### config.mk
export PLATFORM = sky130hd
export DESIGN_NAME = pstg_ram
export DESIGN_NICKNAME = d
export VERILOG_FILES = /design/src/hdl/assert_macros.svh /design/src/hdl/pstg_ram.sv
export SDC_FILE = /design/constraint.sdc
export NUM_CORES = 1
export LEC_CHECK = 0
export ABC_AREA = 1
export BUFFER_PORTS_ARGS = -buffer_cell sky130_fd_sc_hd__buf_2
export CAP_MARGIN = 20
export CORE_ASPECT_RATIO = 0.7
export CORE_MARGIN = 5
export CORE_UTILIZATION = 60
export DETAILED_ROUTE_END_ITERATION = 10
export PLACE_DENSITY = 0.86
export SYNTH_ARGS = -nofsm -noshare
export SYNTH_HDL_FRONTEND = slang
export SYNTH_SLANG_ARGS = --single-unit
### constraint.sdc
create_clock -name clk_i -period 1.4 [get_ports clk_i]
set_input_delay 0.28 -clock clk_i [delete_from_list [all_inputs] [get_ports clk_i]]
set_output_delay 0.28 -clock clk_i [all_outputs]
set_load 0.005 [all_outputs]
### src/hdl/assert_macros.svh
// Concurrent assertion macros shared by the RTL of the slot table.
// Included by modules that carry assertions; depends on nothing else.
`ifndef ASSERT_MACROS_SVH
`define ASSERT_MACROS_SVH

`ifndef SYNTH

`define ASSERT_IMPLIES(lbl, clk, rst_n, ante, cons) \
  lbl: assert property (@(posedge clk) disable iff (!rst_n) (ante) |-> (cons)) \
    else $error("implication violated");

`define ASSERT_NEXT(lbl, clk, rst_n, ante, cons) \
  lbl: assert property (@(posedge clk) disable iff (!rst_n) (ante) |=> (cons)) \
    else $error("next-cycle implication violated");

`else

`define ASSERT_IMPLIES(lbl, clk, rst_n, ante, cons)

`define ASSERT_NEXT(lbl, clk, rst_n, ante, cons)

`endif

`endif

### src/hdl/pstg_ram.sv
// Generic single-clock RAM with one write port and one registered read port.
// Depends on nothing.
`timescale 1ns / 1ps
`default_nettype none

module pstg_ram #(
  parameter int unsigned Width = 8,
  parameter int unsigned Depth = 16
) (
  input  wire logic                     clk_i,
  input  wire logic                     we_i,
  input  wire logic [$clog2(Depth)-1:0] waddr_i,
  input  wire logic [Width-1:0]         wdata_i,
  input  wire logic                     re_i,
  input  wire logic [$clog2(Depth)-1:0] raddr_i,
  output      logic [Width-1:0]         rdata_o
);

  logic [Width-1:0] mem [Depth];

  always_ff @(posedge clk_i) begin
    if (we_i) begin
      mem[waddr_i] <= wdata_i;
    end
  end

  always_ff @(posedge clk_i) begin
    if (re_i) begin
      rdata_o <= mem[raddr_i];
    end
  end

endmodule

`default_nettype wire

==> results of run 1 <==
[power groups by stage]
stage | sequential (mW) | combinational, mW | clock [mW]
floorplan | 4.69 | 0.322 | 0
global placement | 4.70 | 0.510 | 0
detailed placement | 4.70 | 0.532 | 0
CTS | 4.62 | 0.538 | 4.38
global route | 4.63 | 0.604 | 4.56
finish | 4.62 | 0.540 | 4.34
[area by class of cell]
cell class,instances,area (um^2)
Timing Repair Buffer,51,342.8
Fill cell,711,2855
Tap cell,128,160.2
Sequential cell,136,4084
Clock buffer,21,440.4
Clock inverter,11,130.1
Inverter,102,382.9
Multi-Input combinational cell,289,1214
[Yosys cell counts]
master                     count  area share, %
sky130_fd_sc_hd__nand2_1     173             11
sky130_fd_sc_hd__edfxtp_1    136             70
sky130_fd_sc_hd__inv_1       100            6.4
sky130_fd_sc_hd__nand3_1      97            8.3
sky130_fd_sc_hd__nor2_1       17            1.1
sky130_fd_sc_hd__buf_2        13            1.1
sky130_fd_sc_hd__buf_6         6            1.2
sky130_fd_sc_hd__buf_4         4           0.51
sky130_fd_sc_hd__inv_2         2           0.13
sky130_fd_sc_hd__nand3b_1      2           0.26
sky130_fd_sc_hd__buf_1         1          0.064
[per-layer routing]
metal / share of wire (%) / routed length, um / track usage [%] / vias up
met5: 0 / 0 / 0 / -
met4: 1.8 / 232 / 7.244 / 0
met3: 9.7 / 1248 / 7.205 / 28
met2: 46 / 5938 / 35.45 / 215
met1: 42 / 5455 / 33.33 / 1909
li1: - / - / - / 1870
[registers in the layout (all words and copies together), names as in the netlist]
| register | cells |
|---|---|
| rdata_o | 8 |
| mem | 128 |
[stage by stage]
| step | TNS (ns) | power [mW] | std cells |
|---|---|---|---|
| 6_report | 0 | 9.499 | 738 |
| 5_1_grt | 0 | 9.793 | 738 |
| 4_1_cts | 0 | 9.541 | 738 |
| 3_5_place_dp | -0.06177 | 5.235 | 706 |
| 3_3_place_gp | 0 | 5.209 | 706 |
| 2_1_floorplan | 0 | 5.016 | 551 |
[how the worst max path moves through the flow]
stage,slack [ns],cells after the start,end
finish,0.11,1,rdata_o[7]
global route,0.07,1,rdata_o[7]
CTS,0.1,1,rdata_o[3]
detailed placement,-0.03,9,rdata_o[1]
global placement,0.02,9,rdata_o[2]
floorplan,0.17,2,mem[10][0]
[logic make-up (layout without fill, tap and decap cells)]
logic type	after synthesis	in the layout
DFF	136	136
buffers and inverters	126	185
and+or+nand+nor	289	289
==> impl_results.rst, run 1 <==
.. list-table::
   :header-rows: 1

   * - Metric
     - Value
   * - First-pass detailed-route iteration total
     - 5
   * - Endpoints failing setup
     - 0
   * - Hold worst-path end
     - rdata_o[1]
   * - Yosys Warn Count
     - 0
   * - Main combinational cell family by area after synthesis
     - simple AND/OR/NAND/NOR gates
   * - CTS Buffer Depth
     - 2
   * - Floorplan row count
     - 30
   * - Final critical path time including I/O delays and setup
     - 1.290 ns
   * - Number of distinct library cells after synthesis
     - 11
   * - Worst EP required
     - 1.12 ns
   * - Relative area change from synthesis to final layout
     - 15.51%
   * - Dpl hpwl
     - 8268 um
   * - Setup repair after global routing missed its margin
     - false
   * - Gate count after technology mapping
     - 551
   * - CTS Root Buffer Type
     - sky130_fd_sc_hd__clkbuf_16
   * - Via total after detailed routing
     - 4,022
   * - Number of synthesized register bits
     - 136
   * - Multiplexer fraction of the synthesized cell area
     - 0%
   * - Pre-CTS setup slack
     - -0.03053 ns
   * - Run status
     - finished, final reports clean
   * - Buffers added on ports
     - 26
   * - Worst IR drop on VDD
     - 1385 uV
   * - Starting utilization of the core area
     - 60.85%
   * - FF-to-FF setup slack
     - 0.29 ns
   * - Number of max-cap violations
     - 0
   * - Kind of end point of the critical path
     - output pin
   * - Cell depth of the worst flop-to-flop path
     - 6
   * - Average cell area after synthesis
     - 10.61 um^2
   * - Total die area
     - 11,850 um^2
   * - Die Y-Extent
     - 92.59 um
   * - Wire length reported by the detailed router
     - 12,880 um
   * - Category of the most critical setup path
     - reg2out
   * - Antenna violation net count after detailed routing
     - 0
   * - Largest net degree at the start of global routing
     - 64
   * - Largest stage delay on the critical path
     - 0.44 ns
   * - Static power due to leakage
     - 2.950 nW
   * - CTS H-Tree Depth
     - 4
   * - Vias in the first global route
     - 3,888
   * - Clock tree from TritonCTS
     - done
   * - Skew-Pair Late Insertion Delay
     - 0.42 ns
   * - Final critical-path share of the clock period
     - 92.17%
   * - Fraction of final layout cells sized beyond drive strength 1
     - 12.79%
   * - Antenna diode count
     - 0
   * - Sequential element share of the synthesized area
     - 69.85%
   * - Transition time at the pin with the least slew margin
     - 0.5957 ns
   * - Overall routing resource usage
     - 23.57%
   * - Post-CTS Setup Repair Bufs
     - 0
   * - I/O pin cnt
     - 27
   * - Final worst slack
     - 0.1097 ns
   * - Share of the core filled with cells in the final layout
     - 70.29%
   * - Type of the tightest min-delay check
     - in2reg
   * - Category of cells accounting for the largest share of critical-path delay
     - flip-flops
   * - Residual DRC count
     - 0
   * - Post-Syn Area
     - 5847 um^2
   * - Post-route standard cell area excluding fillers
     - 6754 um^2
   * - Cell Int Power
     - 7.525 mW
   * - First element of the critical path
     - rdata_o[7]
   * - Clock share of power
     - 45.7%
   * - Worst rel slew slack
     - 60.23%
   * - Share of total power consumed by net switching
     - 20.78%
   * - Clock transition at path regs
     - 0.06 ns
   * - Maximum frequency from static timing analysis
     - 0.7750 GHz
   * - Number of pins with negative max-slew slack in the final report
     - 0
   * - Total clock sinks
     - 136
   * - Placer congestion estimate
     - 0.8899
   * - Power density over the cells
     - 1406 nW/um^2
   * - XOR/XNOR share of the synthesized area
     - 0%
   * - Relative contribution of combinational cells to total power
     - 5.7%
   * - GRT Residual Overflow
     - 0
   * - Post-detailed-route wirelength per cell
     - 17.45 um
   * - Simple-gate area share of the yosys netlist
     - 20.76%
   * - Via-to-Cell Ratio
     - 5.450
   * - Final Hold Violating Endpoints
     - 0
   * - Commonest non-fill, non-tap cell in the layout
     - sky130_fd_sc_hd__nand2_1
   * - Synthesized Nets
     - 570
   * - WP data arrival
     - 1.01 ns
   * - Cell with the largest stage delay on the worst path
     - sky130_fd_sc_hd__edfxtp_1
   * - Critical path, cell by cell
     - buf_2
   * - Leading cell types in the layout, fill and taps excluded
     - sky130_fd_sc_hd__nand2_1 (173), sky130_fd_sc_hd__edfxtp_1 (136), sky130_fd_sc_hd__inv_1 (100), sky130_fd_sc_hd__nand3_1 (97), sky130_fd_sc_hd__buf_2 (26)
   * - Post-synthesis compound-gate area fraction
     - 0%
   * - Minimum hold slack
     - 0.2210 ns
   * - Chip Width
     - 128.0 um
   * - TritonCTS Buffers
     - 17
   * - Launching element type of the critical path
     - register
   * - Placeable core region
     - 9609 um^2
   * - Worst hold path stage count
     - 1
   * - Post-detailed-placement cell area
     - 6183 um^2
   * - Power spent charging and discharging nets
     - 1.974 mW
   * - Number of instances resized during post-cts repair
     - 0
   * - Source of the worst register-to-register timing path
     - mem[4][4]
   * - Adder and majority cell fraction of the synthesized area
     - 0%
   * - Fraction of power consumed by sequential logic
     - 48.7%
   * - Cts hold-fix bufs
     - 0
   * - First-pass GRT wire length
     - 20,530 um
   * - Origin of the worst min-delay path
     - re_i
   * - Count of buffering cells on the critical path with inverters included
     - 1
   * - Antenna violations before repair
     - 0
   * - Worst-path fanout max
     - 1
   * - R2r endpoint
     - rdata_o[4]
   * - Detailed Route Iter0 Violations
     - 494
   * - Skew final
     - 0.005654 ns
   * - Total number of nets in the final design
     - 616
(Power assumes the default switching activity.)
==> run 2: changes to the inputs <==
- BUFFER_PORTS_ARGS: -buffer_cell sky130_fd_sc_hd__buf_2 -> unset
- DONT_BUFFER_PORTS: unset -> 1
- PLACE_DENSITY: 0.86 -> 0.84
==> impl_results.rst, run 2 (synthesis gave the netlist of run 1 again) <==
.. list-table::
   :header-rows: 1

   * - Metric
     - Value
   * - Run status
     - finished, final reports clean (unchanged)
   * - Fraction of final layout cells sized beyond drive strength 1
     - 8.503% (was 12.79%)
   * - Total clock sinks
     - 136 (unchanged)
   * - Worst-path fanout max
     - 16 (was 1)
   * - Endpoints failing setup
     - 0 (unchanged)
   * - Wire length reported by the detailed router
     - 13,310 um (was 12,880 um)
   * - First-pass GRT wire length
     - 20,910 um (was 20,530 um)
   * - Buffers added on ports
     - 0 (was 26)
   * - Total number of nets in the final design
     - 594 (was 616)
   * - Via total after detailed routing
     - 3,950 (was 4,022)
   * - Die Y-Extent
     - 92.59 um (unchanged)
   * - Leading cell types in the layout, fill and taps excluded
     - sky130_fd_sc_hd__nand2_1 (173), sky130_fd_sc_hd__edfxtp_1 (136), sky130_fd_sc_hd__inv_1 (100), sky130_fd_sc_hd__nand3_1 (97), sky130_fd_sc_hd__buf_4 (18) (was sky130_fd_sc_hd__nand2_1 (173), sky130_fd_sc_hd__edfxtp_1 (136), sky130_fd_sc_hd__inv_1 (100), sky130_fd_sc_hd__nand3_1 (97), sky130_fd_sc_hd__buf_2 (26))
   * - Residual DRC count
     - 0 (unchanged)
   * - Placer congestion estimate
     - 0.8490 (was 0.8899)
   * - Via-to-Cell Ratio
     - 5.517 (was 5.450)
   * - Post-detailed-placement cell area
     - 6016 um^2 (was 6183 um^2)
   * - GRT Residual Overflow
     - 0 (unchanged)
   * - Number of max-cap violations
     - 0 (unchanged)
   * - CTS Root Buffer Type
     - sky130_fd_sc_hd__clkbuf_16 (unchanged)
   * - Count of buffering cells on the critical path with inverters included
     - 1 (unchanged)
   * - Registers with the most flip-flops
     - mem (128), rdata_o (8) (unchanged)
   * - Critical path, cell by cell
     - dlygate4sd3_1 (was buf_2)
   * - Post-detailed-route wirelength per cell
     - 18.59 um (was 17.45 um)
   * - Total negative setup slack
     - 0 ns (unchanged)
   * - Largest net degree at the start of global routing
     - 66 (was 64)
   * - Final critical path time including I/O delays and setup
     - 1.254 ns (was 1.290 ns)
   * - WP data arrival
     - 1.36 ns (was 1.01 ns)
   * - Antenna diode count
     - 0 (unchanged)
   * - Detailed Route Iter0 Violations
     - 564 (was 494)
   * - CTS H-Tree Depth
     - 4 (unchanged)
   * - Category of cells accounting for the largest share of critical-path delay
     - buffers and inverters (was flip-flops)
   * - Largest stage delay on the critical path
     - 1.07 ns (was 0.44 ns)
   * - Clock transition at path regs
     - 0.05 ns (was 0.06 ns)
   * - Worst rel slew slack
     - 45.42% (was 60.23%)
   * - First-pass detailed-route iteration total
     - 5 (unchanged)
   * - Clock tree from TritonCTS
     - done (unchanged)
   * - Kind of end point of the critical path
     - register (was output pin)
   * - Floorplan row count
     - 30 (unchanged)
   * - Dpl hpwl
     - 8106 um (was 8268 um)
   * - Launching element type of the critical path
     - input port (was register)
   * - Post-CTS Setup Repair Bufs
     - 0 (unchanged)
   * - Number of flip-flops in the largest register
     - 128 (unchanged)
   * - Power density over the cells
     - 1437 nW/um^2 (was 1406 nW/um^2)
   * - Antenna violations before repair
     - 0 (unchanged)
   * - Worst EP required
     - 1.50 ns (was 1.12 ns)
   * - Minimum hold slack
     - 0.09619 ns (was 0.2210 ns)
   * - Maximum frequency from static timing analysis
     - 0.7973 GHz (was 0.7750 GHz)
   * - Vias in the first global route
     - 3,962 (was 3,888)
   * - Total die area
     - 11,850 um^2 (unchanged)
   * - Antenna violation net count after detailed routing
     - 0 (unchanged)
   * - CTS Buffer Depth
     - 2 (unchanged)
   * - Setup repair after global routing missed its margin
     - false (unchanged)
   * - Skew final
     - 0.005077 ns (was 0.005654 ns)
   * - Skew-Pair Late Insertion Delay
     - 0.41 ns (was 0.42 ns)
   * - Placeable core region
     - 9609 um^2 (unchanged)
   * - Most flop-heavy register
     - mem (unchanged)
   * - Worst IR drop on VDD
     - 1084 uV (was 1385 uV)
   * - Static power due to leakage
     - 2.864 nW (was 2.950 nW)
   * - Relative area change from synthesis to final layout
     - 14.85% (was 15.51%)
   * - Chip Width
     - 128.0 um (unchanged)
   * - Overall routing resource usage
     - 24.03% (was 23.57%)
   * - I/O pin cnt
     - 27 (unchanged)
   * - Starting utilization of the core area
     - 60.85% (unchanged)
   * - Type of the tightest min-delay check
     - in2reg (unchanged)
   * - Final critical-path share of the clock period
     - 89.59% (was 92.17%)
   * - Number of instances resized during post-cts repair
     - 0 (unchanged)
   * - Post-route standard cell area excluding fillers
     - 6715 um^2 (was 6754 um^2)
   * - Final Hold Violating Endpoints
     - 0 (unchanged)
   * - Transition time at the pin with the least slew margin
     - 0.8160 ns (was 0.5957 ns)
   * - Number of pins with negative max-slew slack in the final report
     - 0 (unchanged)
   * - Cell with the largest stage delay on the worst path
     - sky130_fd_sc_hd__dlygate4sd3_1 (was sky130_fd_sc_hd__edfxtp_1)
   * - Category of the most critical setup path
     - in2reg (was reg2out)
   * - Commonest non-fill, non-tap cell in the layout
     - sky130_fd_sc_hd__nand2_1 (unchanged)
   * - TritonCTS Buffers
     - 17 (unchanged)
run 2: cell types whose count changed in the layout (fill, tap and decap cells not counted), moves of 2 or more:
cell / delta
sky130_fd_sc_hd__buf_2: -26
sky130_fd_sc_hd__clkinvlp_4: +4
sky130_fd_sc_hd__clkinv_2: -2
sky130_fd_sc_hd__buf_4: -5
sky130_fd_sc_hd__dlygate4sd3_1: +9
sky130_fd_sc_hd__clkbuf_1: -3
run 2: power breakdown:
| group | switching (mW) | leakage, nW | internal [mW] |
|---|---|---|---|
| Clock | 1.61 | 0.285 | 2.95 |
| Sequential | 0.0343 | 1.24 | 4.59 |
| Combinational | 0.309 | 1.34 | 0.149 |
run 2: path summary, 6_finish.rpt:
path / depth (start not counted) / endpoint / start / slack, ns
min: 2 / rdata_o[2] / raddr_i[3] / 0.1
min reg2reg: 6 / rdata_o[7] / mem[10][7] / 0.77
max reg2reg: 6 / rdata_o[3] / mem[13][3] / 0.26
max: 1 / mem[14][1] / wdata_i[1] / 0.15
run 2: final cells by class:
cell class / instances / area [um^2]
Multi-Input combinational cell: 289 / 1214
Timing Repair Buffer: 29 / 265.3
Inverter: 102 / 382.9
Tap cell: 128 / 160.2
Fill cell: 673 / 2894
Sequential cell: 136 / 4084
Clock buffer: 18 / 429.2
Clock inverter: 14 / 180.2
run 2: timing repair:
action	in CTS	in global routing
hold endpoints to repair	136	0
hold buffers	9	0
endpoints found under the setup margin	0	0
run 2: layer usage:
layer / GRT usage (%) / up-vias / routed length, um
li1: - / 1833 / -
met1: 33.18 / 1835 / 5453
met2: 35.58 / 250 / 6017
met3: 9.164 / 32 / 1580
met4: 7.420 / 0 / 260
met5: 0 / - / 0
run 2: stage by stage:
stage	std cells	setup slack, ns	util, %	power [mW]
final	716	0.1457	69.88	9.651
after CTS	716	0.1888	69.88	9.672
after global routing	716	0.1349	69.88	9.968
after global placement	675	0.1057	62.60	5.057
after detailed placement	675	0.05278	62.60	5.072
after floorplan	551	0.1692	-	5.016
