[config.mk]
export PLATFORM = sky130hd
export DESIGN_NAME = pstg_ctrl_flat
export DESIGN_NICKNAME = d
export VERILOG_FILES = /design/src/hdl/assert_macros.svh /design/src/hdl/pstg_pkg.sv /design/src/hdl/pstg_in_if.sv /design/src/hdl/pstg_out_if.sv /design/src/hdl/pstg_ctrl.sv /design/src/flat_wrapper.sv
export SDC_FILE = /design/constraint.sdc
export NUM_CORES = 1
export LEC_CHECK = 0
export BUFFER_PORTS_ARGS = -buffer_cell sky130_fd_sc_hd__buf_2
export CAP_MARGIN = 5
export CORE_MARGIN = 10
export CORE_UTILIZATION = 41
export CTS_CLUSTER_SIZE = 28
export DETAILED_ROUTE_END_ITERATION = 10
export HOLD_SLACK_MARGIN = 0.15
export PLACE_DENSITY = 0.66
export SLEW_MARGIN = 20
export SYNTH_ARGS = -nofsm -noshare
export SYNTH_HDL_FRONTEND = slang
export SYNTH_SLANG_ARGS = --single-unit
[constraint.sdc]
create_clock -name clk_i -period 5.65 [get_ports clk_i]
set_input_delay 0.565 -clock clk_i [delete_from_list [all_inputs] [get_ports clk_i]]
set_output_delay 0.565 -clock clk_i [all_outputs]
set_load 0.01 [all_outputs]
[src/hdl/assert_macros.svh]
// Concurrent assertion macros shared by the RTL of the slot table.
// Included by modules that carry assertions; depends on nothing else.
`ifndef ASSERT_MACROS_SVH
`define ASSERT_MACROS_SVH

`ifndef SYNTH

`define ASSERT_IMPLIES(lbl, clk, rst_n, ante, cons) \
  lbl: assert property (@(posedge clk) disable iff (!rst_n) (ante) |-> (cons)) \
    else $error("implication violated");

`define ASSERT_NEXT(lbl, clk, rst_n, ante, cons) \
  lbl: assert property (@(posedge clk) disable iff (!rst_n) (ante) |=> (cons)) \
    else $error("next-cycle implication violated");

`else

`define ASSERT_IMPLIES(lbl, clk, rst_n, ante, cons)

`define ASSERT_NEXT(lbl, clk, rst_n, ante, cons)

`endif

`endif

[src/hdl/pstg_pkg.sv]
// Package of the process slot table: sizes, codes, entry types and the
// identifier generation function. Depends on nothing.
`timescale 1ns / 1ps
`default_nettype none

package pstg_pkg;

  localparam int unsigned NumSlots = 1024;
  localparam int unsigned GenShift = 12;
  localparam int unsigned SlotW    = $clog2(NumSlots);
  localparam int unsigned CountW   = SlotW + 1;
  localparam int unsigned IdW      = 31;
  localparam int unsigned GenW     = IdW + 1;
  localparam int unsigned OpW      = 2;
  localparam int unsigned StW      = 2;
  localparam int unsigned TgtW     = 10;
  localparam int unsigned RunsW    = 32;

  typedef enum logic [OpW-1:0] {
    OP_ALLOC,
    OP_LOOKUP,
    OP_DESTROY,
    OP_RUN
  } op_e;

  typedef enum logic [1:0] {
    SS_FREE,
    SS_RUNNABLE,
    SS_RUNNING,
    SS_DYING
  } slot_st_e;

  typedef enum logic [StW-1:0] {
    RS_OK,
    RS_FULL,
    RS_BAD
  } res_st_e;

  typedef enum logic [2:0] {
    ST_CLEAR,
    ST_IDLE,
    ST_ALLOC,
    ST_EXEC,
    ST_FIX
  } state_e;

  typedef struct packed {
    slot_st_e         status;
    logic [IdW-1:0]   ident;
  } entry_t;

  typedef struct packed {
    logic [IdW-1:0]   parent;
    logic [RunsW-1:0] runs;
  } info_t;

  typedef struct packed {
    logic             rd_en;
    logic [SlotW-1:0] rd_addr;
    logic [SlotW-1:0] wr_addr;
    logic             ent_we;
    entry_t           ent_wdata;
    logic             info_we;
    info_t            info_wdata;
    logic             stk_re;
    logic [SlotW-1:0] stk_raddr;
    logic             stk_we;
    logic [SlotW-1:0] stk_waddr;
    logic [SlotW-1:0] stk_wdata;
  } mem_req_t;

  typedef struct packed {
    entry_t           ent;
    info_t            info;
    logic [SlotW-1:0] stk;
  } mem_rsp_t;

  // Advances the generation above the index bits and places the slot index
  // in the low bits; a generation that wraps to zero or into the top bit
  // restarts at one.
  function automatic logic [IdW-1:0] next_ident(logic [IdW-1:0] old,
                                                logic [SlotW-1:0] idx);
    logic [GenW-1:0] sum;
    logic [GenW-1:0] gen;
    sum = {1'b0, old} + (GenW'(1) << GenShift);
    gen = sum & ~GenW'(NumSlots - 1);
    if (gen == '0 || gen[GenW-1]) begin
      gen = GenW'(1) << GenShift;
    end
    return gen[IdW-1:0] | IdW'(idx);
  endfunction

endpackage

`default_nettype wire

[src/hdl/pstg_in_if.sv]
// Request channel of the slot table: valid/ready handshake and operands.
// Depends on pstg_pkg for field widths.
`timescale 1ns / 1ps
`default_nettype none

interface pstg_in_if;
  logic                       valid;
  logic                       ready;
  logic [pstg_pkg::OpW-1:0]   opcode;
  logic [pstg_pkg::IdW-1:0]   query_id;
  logic                       check_perm;
  logic [pstg_pkg::IdW-1:0]   parent_ident;
  logic [pstg_pkg::TgtW-1:0]  target_slot;

  modport source (
    output valid, opcode, query_id, check_perm, parent_ident, target_slot,
    input  ready
  );

  modport sink (
    input  valid, opcode, query_id, check_perm, parent_ident, target_slot,
    output ready
  );
endinterface

`default_nettype wire

[src/hdl/pstg_out_if.sv]
// Response channel of the slot table: valid/ready handshake and results.
// Depends on pstg_pkg for field widths.
`timescale 1ns / 1ps
`default_nettype none

interface pstg_out_if;
  logic                       valid;
  logic                       ready;
  logic [pstg_pkg::StW-1:0]   status;
  logic [pstg_pkg::IdW-1:0]   result_id;
  logic [pstg_pkg::TgtW-1:0]  result_slot;
  logic                       marked_dying;
  logic [pstg_pkg::RunsW-1:0] runs_done;

  modport source (
    output valid, status, result_id, result_slot, marked_dying, runs_done,
    input  ready
  );

  modport sink (
    input  valid, status, result_id, result_slot, marked_dying, runs_done,
    output ready
  );
endinterface

`default_nettype wire

[src/hdl/pstg_ctrl.sv]
// Sequencer of the slot table: clearing pass, read-modify-write of slot
// entries, free-slot bookkeeping and the result register. Uses pstg_pkg.
`timescale 1ns / 1ps
`default_nettype none

module pstg_ctrl (
  input  wire logic                clk_i,
  input  wire logic                rst_ni,
  pstg_in_if.sink                  in_i,
  pstg_out_if.source               out_o,
  output      pstg_pkg::mem_req_t  mem_req_o,
  input  wire pstg_pkg::mem_rsp_t  mem_rsp_i
);

  pstg_pkg::state_e                 state_q, state_d;
  logic [pstg_pkg::SlotW-1:0]       clr_q, clr_d;
  logic [pstg_pkg::CountW-1:0]      freed_cnt_q, freed_cnt_d;
  logic [pstg_pkg::CountW-1:0]      fresh_q, fresh_d;
  logic [pstg_pkg::SlotW-1:0]       cur_q, cur_d;
  logic                             cur_valid_q, cur_valid_d;
  logic [pstg_pkg::IdW-1:0]         cur_ident_q, cur_ident_d;
  logic                             full_q, full_d;
  logic [pstg_pkg::SlotW-1:0]       idx_q, idx_d;

  pstg_pkg::op_e                    op_q, op_d;
  logic [pstg_pkg::IdW-1:0]         qid_q, qid_d;
  logic                             perm_q, perm_d;
  logic [pstg_pkg::IdW-1:0]         parent_q, parent_d;
  logic [pstg_pkg::TgtW-1:0]        tgt_q, tgt_d;

  logic                             out_valid_q, out_valid_d;
  pstg_pkg::res_st_e                out_status_q, out_status_d;
  logic [pstg_pkg::IdW-1:0]         out_id_q, out_id_d;
  logic [pstg_pkg::TgtW-1:0]        out_slot_q, out_slot_d;
  logic                             out_dying_q, out_dying_d;
  logic [pstg_pkg::RunsW-1:0]       out_runs_q, out_runs_d;

  logic                             in_ready;
  logic                             out_free;
  logic [pstg_pkg::CountW-1:0]      cnt_dec;
  logic [pstg_pkg::SlotW-1:0]       tgt_idx;
  logic [pstg_pkg::SlotW-1:0]       lk_idx;
  logic                             tgt_ok;
  logic                             is_cur;
  logic [pstg_pkg::RunsW-1:0]       runs_inc;
  logic [pstg_pkg::IdW-1:0]         alloc_ident;
  pstg_pkg::entry_t                 ent;
  pstg_pkg::info_t                  info;

  assign ent         = mem_rsp_i.ent;
  assign info        = mem_rsp_i.info;
  assign cnt_dec     = freed_cnt_q - 1'b1;
  assign tgt_idx     = pstg_pkg::SlotW'(tgt_q);
  assign lk_idx      = qid_q[pstg_pkg::SlotW-1:0];
  assign tgt_ok      = 32'(tgt_q) < pstg_pkg::NumSlots;
  assign is_cur      = cur_valid_q && (cur_q == tgt_idx);
  assign runs_inc    = (&info.runs) ? info.runs : info.runs + 1'b1;
  assign alloc_ident = pstg_pkg::next_ident(ent.ident, idx_q);
  assign out_free    = !out_valid_q || out_o.ready;

  assign in_i.ready         = in_ready;
  assign out_o.valid        = out_valid_q;
  assign out_o.status       = out_status_q;
  assign out_o.result_id    = out_id_q;
  assign out_o.result_slot  = out_slot_q;
  assign out_o.marked_dying = out_dying_q;
  assign out_o.runs_done    = out_runs_q;

  always_comb begin
    state_d      = state_q;
    clr_d        = clr_q;
    freed_cnt_d  = freed_cnt_q;
    fresh_d      = fresh_q;
    cur_d        = cur_q;
    cur_valid_d  = cur_valid_q;
    cur_ident_d  = cur_ident_q;
    full_d       = full_q;
    idx_d        = idx_q;
    op_d         = op_q;
    qid_d        = qid_q;
    perm_d       = perm_q;
    parent_d     = parent_q;
    tgt_d        = tgt_q;
    out_valid_d  = out_valid_q && !out_o.ready;
    out_status_d = out_status_q;
    out_id_d     = out_id_q;
    out_slot_d   = out_slot_q;
    out_dying_d  = out_dying_q;
    out_runs_d   = out_runs_q;
    in_ready     = 1'b0;
    mem_req_o    = '0;

    unique case (state_q)
      pstg_pkg::ST_CLEAR: begin
        mem_req_o.ent_we    = 1'b1;
        mem_req_o.wr_addr   = clr_q;
        mem_req_o.ent_wdata = '{status: pstg_pkg::SS_FREE, ident: '0};
        clr_d = clr_q + 1'b1;
        if (clr_q == pstg_pkg::SlotW'(pstg_pkg::NumSlots - 1)) begin
          state_d = pstg_pkg::ST_IDLE;
        end
      end

      pstg_pkg::ST_IDLE: begin
        in_ready = 1'b1;
        if (in_i.valid) begin
          op_d     = pstg_pkg::op_e'(in_i.opcode);
          qid_d    = in_i.query_id;
          perm_d   = in_i.check_perm;
          parent_d = in_i.parent_ident;
          tgt_d    = in_i.target_slot;
          full_d   = 1'b0;
          mem_req_o.rd_en     = 1'b1;
          mem_req_o.rd_addr   = (pstg_pkg::op_e'(in_i.opcode) == pstg_pkg::OP_LOOKUP) ?
                                in_i.query_id[pstg_pkg::SlotW-1:0] :
                                pstg_pkg::SlotW'(in_i.target_slot);
          mem_req_o.stk_re    = 1'b1;
          mem_req_o.stk_raddr = cnt_dec[pstg_pkg::SlotW-1:0];
          state_d = (pstg_pkg::op_e'(in_i.opcode) == pstg_pkg::OP_ALLOC) ?
                    pstg_pkg::ST_ALLOC : pstg_pkg::ST_EXEC;
        end
      end

      pstg_pkg::ST_ALLOC: begin
        priority if (freed_cnt_q != '0) begin
          idx_d             = mem_rsp_i.stk;
          freed_cnt_d       = cnt_dec;
          mem_req_o.rd_en   = 1'b1;
          mem_req_o.rd_addr = mem_rsp_i.stk;
        end else if (fresh_q < pstg_pkg::CountW'(pstg_pkg::NumSlots)) begin
          idx_d             = fresh_q[pstg_pkg::SlotW-1:0];
          fresh_d           = fresh_q + 1'b1;
          mem_req_o.rd_en   = 1'b1;
          mem_req_o.rd_addr = fresh_q[pstg_pkg::SlotW-1:0];
        end else begin
          full_d = 1'b1;
        end
        state_d = pstg_pkg::ST_EXEC;
      end

      pstg_pkg::ST_EXEC: begin
        if (out_free) begin
          out_valid_d  = 1'b1;
          out_status_d = pstg_pkg::RS_OK;
          out_id_d     = '0;
          out_slot_d   = '0;
          out_dying_d  = 1'b0;
          out_runs_d   = '0;
          state_d      = pstg_pkg::ST_IDLE;
          unique case (op_q)
            pstg_pkg::OP_ALLOC: begin
              if (full_q) begin
                out_status_d = pstg_pkg::RS_FULL;
              end else begin
                mem_req_o.wr_addr    = idx_q;
                mem_req_o.ent_we     = 1'b1;
                mem_req_o.ent_wdata  = '{status: pstg_pkg::SS_RUNNABLE, ident: alloc_ident};
                mem_req_o.info_we    = 1'b1;
                mem_req_o.info_wdata = '{parent: parent_q, runs: '0};
                out_id_d   = alloc_ident;
                out_slot_d = pstg_pkg::TgtW'(idx_q);
              end
            end

            pstg_pkg::OP_LOOKUP: begin
              priority if (qid_q == '0) begin
                if (cur_valid_q) begin
                  out_id_d   = cur_ident_q;
                  out_slot_d = pstg_pkg::TgtW'(cur_q);
                end else begin
                  out_status_d = pstg_pkg::RS_BAD;
                end
              end else if (ent.status == pstg_pkg::SS_FREE || ent.ident != qid_q) begin
                out_status_d = pstg_pkg::RS_BAD;
              end else if (perm_q && !(cur_valid_q && lk_idx == cur_q) &&
                           !(cur_valid_q && info.parent == cur_ident_q)) begin
                out_status_d = pstg_pkg::RS_BAD;
              end else begin
                out_id_d   = qid_q;
                out_slot_d = pstg_pkg::TgtW'(lk_idx);
              end
            end

            pstg_pkg::OP_DESTROY: begin
              priority if (!tgt_ok || ent.status == pstg_pkg::SS_FREE) begin
                out_status_d = pstg_pkg::RS_BAD;
              end else if (ent.status == pstg_pkg::SS_RUNNING && !is_cur) begin
                mem_req_o.wr_addr   = tgt_idx;
                mem_req_o.ent_we    = 1'b1;
                mem_req_o.ent_wdata = '{status: pstg_pkg::SS_DYING, ident: ent.ident};
                out_dying_d = 1'b1;
              end else begin
                mem_req_o.wr_addr   = tgt_idx;
                mem_req_o.ent_we    = 1'b1;
                mem_req_o.ent_wdata = '{status: pstg_pkg::SS_FREE, ident: ent.ident};
                if (freed_cnt_q < pstg_pkg::CountW'(pstg_pkg::NumSlots)) begin
                  mem_req_o.stk_we    = 1'b1;
                  mem_req_o.stk_waddr = freed_cnt_q[pstg_pkg::SlotW-1:0];
                  mem_req_o.stk_wdata = tgt_idx;
                  freed_cnt_d = freed_cnt_q + 1'b1;
                end
                if (is_cur) begin
                  cur_valid_d = 1'b0;
                end
              end
            end

            pstg_pkg::OP_RUN: begin
              if (!tgt_ok || ent.status == pstg_pkg::SS_FREE) begin
                out_status_d = pstg_pkg::RS_BAD;
              end else begin
                mem_req_o.wr_addr    = tgt_idx;
                mem_req_o.ent_we     = 1'b1;
                mem_req_o.ent_wdata  = '{status: pstg_pkg::SS_RUNNING, ident: ent.ident};
                mem_req_o.info_we    = 1'b1;
                mem_req_o.info_wdata = '{parent: info.parent, runs: runs_inc};
                out_id_d   = ent.ident;
                out_slot_d = tgt_q;
                out_runs_d = runs_inc;
                if (cur_valid_q && cur_q != tgt_idx) begin
                  state_d = pstg_pkg::ST_FIX;
                end else begin
                  cur_d       = tgt_idx;
                  cur_valid_d = 1'b1;
                  cur_ident_d = ent.ident;
                end
              end
            end

            default: begin
              out_status_d = pstg_pkg::RS_BAD;
            end
          endcase
        end
      end

      pstg_pkg::ST_FIX: begin
        // The slot that was current is always running here; it steps back
        // to runnable before the new slot takes over.
        mem_req_o.wr_addr   = cur_q;
        mem_req_o.ent_we    = 1'b1;
        mem_req_o.ent_wdata = '{status: pstg_pkg::SS_RUNNABLE, ident: cur_ident_q};
        cur_d       = tgt_idx;
        cur_valid_d = 1'b1;
        cur_ident_d = ent.ident;
        state_d     = pstg_pkg::ST_IDLE;
      end

      default: begin
        state_d = pstg_pkg::ST_CLEAR;
      end
    endcase
  end

  always_ff @(posedge clk_i or negedge rst_ni) begin
    if (!rst_ni) begin
      state_q     <= pstg_pkg::ST_CLEAR;
      clr_q       <= '0;
      freed_cnt_q <= '0;
      fresh_q     <= '0;
      cur_q       <= '0;
      cur_valid_q <= 1'b0;
      cur_ident_q <= '0;
      full_q      <= 1'b0;
      out_valid_q <= 1'b0;
    end else begin
      state_q     <= state_d;
      clr_q       <= clr_d;
      freed_cnt_q <= freed_cnt_d;
      fresh_q     <= fresh_d;
      cur_q       <= cur_d;
      cur_valid_q <= cur_valid_d;
      cur_ident_q <= cur_ident_d;
      full_q      <= full_d;
      out_valid_q <= out_valid_d;
    end
  end

  always_ff @(posedge clk_i) begin
    idx_q        <= idx_d;
    op_q         <= op_d;
    qid_q        <= qid_d;
    perm_q       <= perm_d;
    parent_q     <= parent_d;
    tgt_q        <= tgt_d;
    out_status_q <= out_status_d;
    out_id_q     <= out_id_d;
    out_slot_q   <= out_slot_d;
    out_dying_q  <= out_dying_d;
    out_runs_q   <= out_runs_d;
  end

endmodule

`default_nettype wire

[src/flat_wrapper.sv]
// flat-port wrapper written by rule: the top's interface ports become plain ports
module pstg_ctrl_flat 
  (clk_i, rst_ni, mem_req_o, mem_rsp_i, in_i_valid, in_i_opcode, in_i_query_id, in_i_check_perm, in_i_parent_ident, in_i_target_slot, in_i_ready, out_o_valid, out_o_status, out_o_result_id, out_o_result_slot, out_o_marked_dying, out_o_runs_done, out_o_ready);
  pstg_in_if in_i_i ();
  pstg_out_if out_o_i ();
  input  wire logic clk_i;
  input  wire logic rst_ni;
  output      pstg_pkg::mem_req_t mem_req_o;
  input  wire pstg_pkg::mem_rsp_t mem_rsp_i;
  input wire logic [$bits(in_i_i.valid)-1:0] in_i_valid;
  input wire logic [$bits(in_i_i.opcode)-1:0] in_i_opcode;
  input wire logic [$bits(in_i_i.query_id)-1:0] in_i_query_id;
  input wire logic [$bits(in_i_i.check_perm)-1:0] in_i_check_perm;
  input wire logic [$bits(in_i_i.parent_ident)-1:0] in_i_parent_ident;
  input wire logic [$bits(in_i_i.target_slot)-1:0] in_i_target_slot;
  output wire logic [$bits(in_i_i.ready)-1:0] in_i_ready;
  output wire logic [$bits(out_o_i.valid)-1:0] out_o_valid;
  output wire logic [$bits(out_o_i.status)-1:0] out_o_status;
  output wire logic [$bits(out_o_i.result_id)-1:0] out_o_result_id;
  output wire logic [$bits(out_o_i.result_slot)-1:0] out_o_result_slot;
  output wire logic [$bits(out_o_i.marked_dying)-1:0] out_o_marked_dying;
  output wire logic [$bits(out_o_i.runs_done)-1:0] out_o_runs_done;
  input wire logic [$bits(out_o_i.ready)-1:0] out_o_ready;
  assign in_i_i.valid = in_i_valid;
  assign in_i_i.opcode = in_i_opcode;
  assign in_i_i.query_id = in_i_query_id;
  assign in_i_i.check_perm = in_i_check_perm;
  assign in_i_i.parent_ident = in_i_parent_ident;
  assign in_i_i.target_slot = in_i_target_slot;
  assign in_i_ready = in_i_i.ready;
  assign out_o_valid = out_o_i.valid;
  assign out_o_status = out_o_i.status;
  assign out_o_result_id = out_o_i.result_id;
  assign out_o_result_slot = out_o_i.result_slot;
  assign out_o_marked_dying = out_o_i.marked_dying;
  assign out_o_runs_done = out_o_i.runs_done;
  assign out_o_i.ready = out_o_ready;
  pstg_ctrl u_core (.clk_i(clk_i), .rst_ni(rst_ni), .in_i(in_i_i), .out_o(out_o_i), .mem_req_o(mem_req_o), .mem_rsp_i(mem_rsp_i));
endmodule
==> out/summary.txt, run 1 <==
Post-DP HPWL = 44600 µm
worst-case clock buffer depth = 3
startpoint class of the critical path = flip-flop
final hold vios = 0
Simple-Gate Fraction of Synth Area = 18.6%
FP Rows = 68
number of global-route vias before repair = 13300
most common cell in the netlist = edfxtp_1
Root Buffer = clkbuf_16
Compound-Gate Fraction of Synth Area = 14.2%
Clock transition at path regs = 0.07 ns
Clock Skew = 0.0165 ns
Layout area overhead = 23.5%
most frequent cells after synthesis = edfxtp_1 (161), nor2_1 (156), nand2_1 (136)
r2r endpoint = u_core.cur_ident_q[21]
final setup vio count = 0
worst path arrival time = 3.96 ns
worst min-delay path class = in -> reg
Die X = 207 µm
Synth Cell Area = 14300 µm²
Vias/cell = 5.87
Worst Path Max Fanout = 21
Pleak = 0.00741 µW
CORE AREA = 34500 µm²
CP Launch Point = u_core.state_q[2]
Net Count, Synth = 1638
leading area contributor after synthesis = edfxtp_1
register area share after synthesis = 47.6%
# nets final = 1998
routed via count = 13400
Sink Count = 240
main combinational cell family by area after synthesis = simple AND/OR/NAND/NOR gates
Synth Area in XOR/XNOR = 9.97%
Wirelength per Cell = 25.5 µm
first-pass detailed-route iteration total = 8
Post-synth EDFFs = 161
first-pass GRT wire length = 84100 µm
Synth Area in Adders = 1.14%
pwr dens = 227 nW/µm²
critical path endpoint category = primary output
worst slew pin tran = 1.09 ns
average cell area after synthesis = 9.94 µm²
Slowest-stage cell, CP = nor2_1
starting density of the core = 41.5%
worst setup margin = 1.13 ns
Worst Path Buf+Inv = 2
status = finished clean
unrepaired setup endpoints after global routing = false
GPL Wtd Cong = 0.953
Total GRT Usage = 25.7%
Port Buffers = 413
VDD IR max = 0.217 mV
Clock Latency Late Sink = 0.56 ns
Reg2Reg Setup Slack = 2.07 ns
setup bufs post-CTS = 0
ranking of synthesized cells by area = edfxtp_1 (34%), dfrtp_1 (14%), xor2_1 (5.5%)
drc violations = 0
Critical Path, Cell by Cell = and3b_1 -> nand2_1 -> clkinv_2 -> nand2_1 -> nor2_1 -> a22oi_1 -> o21ai_0 -> buf_2
Levels on crit path = 8
CTS buffer count = 27
fin crit share = 80.0%
number of synthesized register bits = 240
Worst Reg2Reg Path Length in Cells = 6
I/O Pins = 414
delay-heaviest family, CP = simple AND/OR/NAND/NOR gates
Top FF cell, synth = edfxtp_1
crit path capture = mem_req_o[112]
crit path kind = reg -> out
worst r2r src = u_core.op_q[1]
cell mode on critical path = nand2_1
setup TNS = 0 ns
Final Critical Period = 4.52 ns
Hold Path Origin = in_i_query_id[11]
Cell variety after synth = 71
Slowest Stage Delay on Critical Path = 0.82 ns
max_slew headroom = 27.3%
Crit path required time = 5.09 ns
MaxCap Viol Count = 0
Post-Syn Instances = 1440
die height = 207 µm
DRT iter0 DRCs = 1331
initial antenna violation count = 4
fmax = 221 MHz
post-synthesis mux area share = 4.99%
Yosys top cell area share = 33.8%
number of warnings issued by yosys = 0
pre-CTS WS = 1.77 ns
number of routed nets with antenna violations = 0
fraction of layout cells with a size suffix above 1 = 30.4%
Fin Hold WS = 0.186 ns
Total Die Area = 42800 µm²
Async SR Flop Fraction = 32.9%
pin count of the biggest net entering global routing = 78
H-tree depth = 1
Slew Viols, Final = 0
CTS tree = yes
gr ovfl total = 0
DRT Wirelength = 58000 µm
flip-flops by register name (all words and copies together), names as in the netlist, 11 cells and up:
name,flops
u_core.cur_ident_q,31
u_core.qid_q,31
u_core.parent_q,31
u_core.freed_cnt_q,11
u_core.fresh_q,11
u_core.out_o.result_id,31
u_core.out_o.runs_done,32
report_power, final:
group          internal, µW  switching, µW
registers              1870           1.33
logic                  98.5            163
clock network          1100            770
total                  3070            935
worst register-to-register path, stage by stage, from the launching register on:
cell and delay, ns:
edfxtp_1 0.40, ha_1 0.33, nor2b_4 0.87, a21oi_1 0.23, a21oi_4 0.77, buf_4 0.44
mux2_2 0.41
repair_timing:
action / in CTS / in global routing
hold buffers: 1 / 0
hold endpoints to repair: 22 / 0
gates resized for setup: 0 / 0
kinds of logic after synthesis:
kind of cell / count (synthesis)
xor gates and xnor gates: 163
and+or+nand+nor: 535
muxes: 66
adders and majority gates: 13
AOI/OAI and AO/OA: 304
DFF: 240
buffers and inverters: 119
how the worst min path moves through the flow:
| stage | end | slack (ns) | depth (start not counted) |
|---|---|---|---|
| 2_1_floorplan | u_core.clr_q[0] | 0.27 | 0 |
| 3_3_place_gp | u_core.cur_ident_q[16] | 0.48 | 1 |
| 3_5_place_dp | u_core.cur_ident_q[16] | 0.48 | 1 |
| 4_1_cts | u_core.qid_q[25] | 0.17 | 1 |
| 5_1_grt | u_core.qid_q[25] | 0.17 | 1 |
| 6_report | u_core.qid_q[11] | 0.19 | 1 |
layer usage:
layer | up-vias | global-route usage [%] | share of wire [%]
met2 | 791 | 40.6 | 46
li1 | 6006 | - | -
met3 | 111 | 6.55 | 11
met4 | 0 | 7.94 | 2.8
met5 | - | 0 | 0
met1 | 6476 | 33.9 | 41
layout by cell type (no fill, tap or decap), types with 6 or more instances in the layout:
| cell type | count |
|---|---|
| a221oi_1 | 25 |
| o22ai_1 | 23 |
| clkinv_2 | 9 |
| nand2b_1 | 6 |
| a31oi_1 | 15 |
| dfrtp_1 | 79 |
| buf_4 | 18 |
| nor2_1 | 155 |
| buf_2 | 412 |
| nand4_1 | 39 |
| clkbuf_16 | 30 |
| nand3_1 | 32 |
| mux2_2 | 43 |
| edfxtp_1 | 161 |
| nand2_1 | 136 |
| a21boi_0 | 30 |
| a22oi_1 | 46 |
| mux2i_1 | 23 |
| nor2b_1 | 7 |
| a21oi_1 | 79 |
| nor3_1 | 17 |
| xor2_1 | 90 |
| xnor2_1 | 73 |
| inv_1 | 17 |
| o21ai_0 | 49 |
| ha_1 | 13 |
| and4_1 | 10 |
| and3_1 | 21 |
| and2_1 | 43 |
| nor4_1 | 30 |
metrics by stage:
step | cells | total power (µW) | util, % | cell area (µm²)
floorplan | 1440 | 2020 | - | 14300
global placement | 2225 | 2160 | 48.5 | 16700
detailed placement | 2225 | 2170 | 48.5 | 16700
CTS | 2275 | 4030 | 51.3 | 17700
global route | 2277 | 4130 | 51.3 | 17700
finish | 2280 | 4010 | 51.3 | 17700
final cells by class:
class	instances	area (µm²)
Antenna cell	5	12.5
Clock buffer	34	806
Clock inverter	15	143
Fill cell	3258	16800
Inverter	19	73.8
Multi-Input combinational cell	1081	7060
Sequential cell	240	6810
Tap cell	455	569
Timing Repair Buffer	431	2210
(Power assumes the default switching activity.)
==> inputs of run 2 (changes only) <==
- clock period: 5.65 -> 4.5 ns (I/O delays scaled with it)
==> run 2 against run 1 <==
Clock skew is 0.032 ns higher. Critical path depth is 1 higher. First-iteration DRC count is 7.4% higher. Die area stayed put. Sequential power is 26% higher. Clock power is 39% higher. Worst setup slack worse by 0.66 ns. Core utilization is 3.0 points higher. Clock-buffer cell count is 1 lower. Via count is 3.4% higher. Power is 33% higher. Critical endpoint is now mem_req_o[146]. Largest power group is now the clock network.
==> out/summary.txt, run 2 (synthesized netlist as in run 1, its figures left out) <==
critical path endpoint category = primary output
Levels on crit path = 9
most frequent cells in the layout = buf_2 (412), edfxtp_1 (161), nor2_1 (155), nand2_1 (136), xor2_1 (90)
DRT iter0 DRCs = 1429
Clock transition at path regs = 0.06 ns
post-route cell area = 18700 µm²
MaxCap Viol Count = 0
Final Critical Period = 4.04 ns
initial antenna violation count = 8
I/O Pins = 414
Slew Viols, Final = 0
routed via count = 13800
Sink Count = 240
number of global-route vias before repair = 13700
Worst Path Buf+Inv = 3
global routing met3 resource utilization = 6.77%
pwr dens = 285 nW/µm²
met1 Use GR = 33.8%
final hold vios = 0
drc violations = 0
pin count of the biggest net entering global routing = 78
Worst Path Max Fanout = 13
cts repair resizes = 0
max_slew headroom = 28.3%
Root Buffer = clkbuf_16
Cells on Worst Hold Path = 3
Total GRT Usage = 26.1%
crit path kind = reg -> out
worst-case clock buffer depth = 3
Clock Skew = 0.0482 ns
first-pass detailed-route iteration total = 6
worst path arrival time = 3.59 ns
Crit path required time = 4.05 ns
Total Die Area = 42800 µm²
Slowest-stage cell, CP = nor3b_1
Worst Reg2Reg Path Length in Cells = 8
setup bufs post-CTS = 0
Post-DP HPWL = 44400 µm
Largest register FFs = 32
starting density of the core = 41.5%
unrepaired setup endpoints after global routing = false
Pleak = 0.00787 µW
most common cell after layout, fill and taps aside = buf_2
Slowest Stage Delay on Critical Path = 0.63 ns
Port Buffers = 413
CTS Hold Bufs = 89
number of routed nets with antenna violations = 0
DRT Wirelength = 59000 µm
GPL Wtd Cong = 0.970
# nets final = 2096
Critical Path, Cell by Cell = inv_1 -> ha_1 -> nor3b_1 -> nand4_1 -> buf_4 -> nor2_1 -> a21boi_0 -> o22ai_1 -> buf_2
Layout area overhead = 30.8%
Wirelength per Cell = 24.8 µm
final setup vio count = 0
Vias/cell = 5.81
fmax = 248 MHz
FP Rows = 68
fin crit share = 89.7%
gr ovfl total = 0
H-tree depth = 1
CTS tree = yes
Die X = 207 µm
GR Util met2 = 42.3%
CORE AREA = 34500 µm²
status = finished clean
setup TNS = 0 ns
Post-DP Area = 16800 µm²
startpoint class of the critical path = flip-flop
CTS buffer count = 28
first-pass GRT wire length = 86200 µm
Clock Latency Late Sink = 0.59 ns
fraction of layout cells with a size suffix above 1 = 29.3%
worst slew pin tran = 1.08 ns
worst min-delay path class = in -> reg
VDD IR max = 0.323 mV
GR peak layer = met2
die height = 207 µm
delay-heaviest family, CP = simple AND/OR/NAND/NOR gates
## run 2: changes by cell type in the layout (fill, tap and decap cells not counted), sizes merged
cell / delta
bufinv: +5
clkinv: +1
inv: -1
buf: +9
dlygate4sd3: +88
clkinvlp: -1
clkbuf: -1
## run 2: per-layer routing
metal | part of all wire [%] | routed length [µm]
met1 | 39 | 23300
met2 | 47 | 27500
met3 | 11 | 6550
met4 | 2.8 | 1640
met5 | 0.061 | 36
## run 2: area by class of cell
class / instances / area, µm²
well taps: 455 / 569
inverters: 19 / 73.8
flip-flops and latches: 240 / 6810
multi-input cells: 1081 / 7050
clock buffers: 33 / 749
repair buffers: 528 / 3160
fillers: 3086 / 15700
clock inverters: 19 / 302
diodes: 5 / 12.5
## run 2: per-stage QoR
step	setup slack [ns]	util [%]	hold WS, ns	power, µW	std cells
2_1_floorplan	0.284	-	0.154	2540	1440
3_3_place_gp	1.04	48.7	0.481	2710	2234
3_5_place_dp	1.03	48.7	0.477	2710	2234
4_1_cts	0.437	54.3	0.150	5360	2375
5_1_grt	0.179	54.4	0.175	5480	2380
6_report	0.465	54.4	0.168	5340	2380
## run 2: worst register-to-register path, stage by stage (launching register included)
cell and delay, ns:
edfxtp_1 0.51, xor2_1 0.19, nor4_1 0.43, nand3_1 0.20
nand2_1 0.11, a21oi_1 0.10, a21oi_4 0.71, buf_4 0.48
mux2_2 0.39
## run 2: final timing paths
path | start | endpoint | slack [ns]
max | u_core.freed_cnt_q[0] | mem_req_o[146] | 0.46
min in group asynchronous | rst_ni | u_core.cur_ident_q[15] | 0.40
max in group asynchronous | rst_ni | u_core.freed_cnt_q[3] | 3.05
max reg2reg | u_core.tgt_idx[6] | u_core.cur_ident_q[12] | 1.24
min reg2reg | u_core.clr_q[4] | u_core.clr_q[4] | 0.50
min | mem_rsp_i[8] | u_core.idx_q[8] | 0.17
## run 2: power by group
| part | internal, µW | leakage (µW) | total [µW] | switching, µW |
|---|---|---|---|---|
| Clock | 1600 | 0.000517 | 2590 | 995 |
| Combinational | 174 | 0.00479 | 390 | 216 |
| Sequential | 2350 | 0.00257 | 2350 | 1.46 |
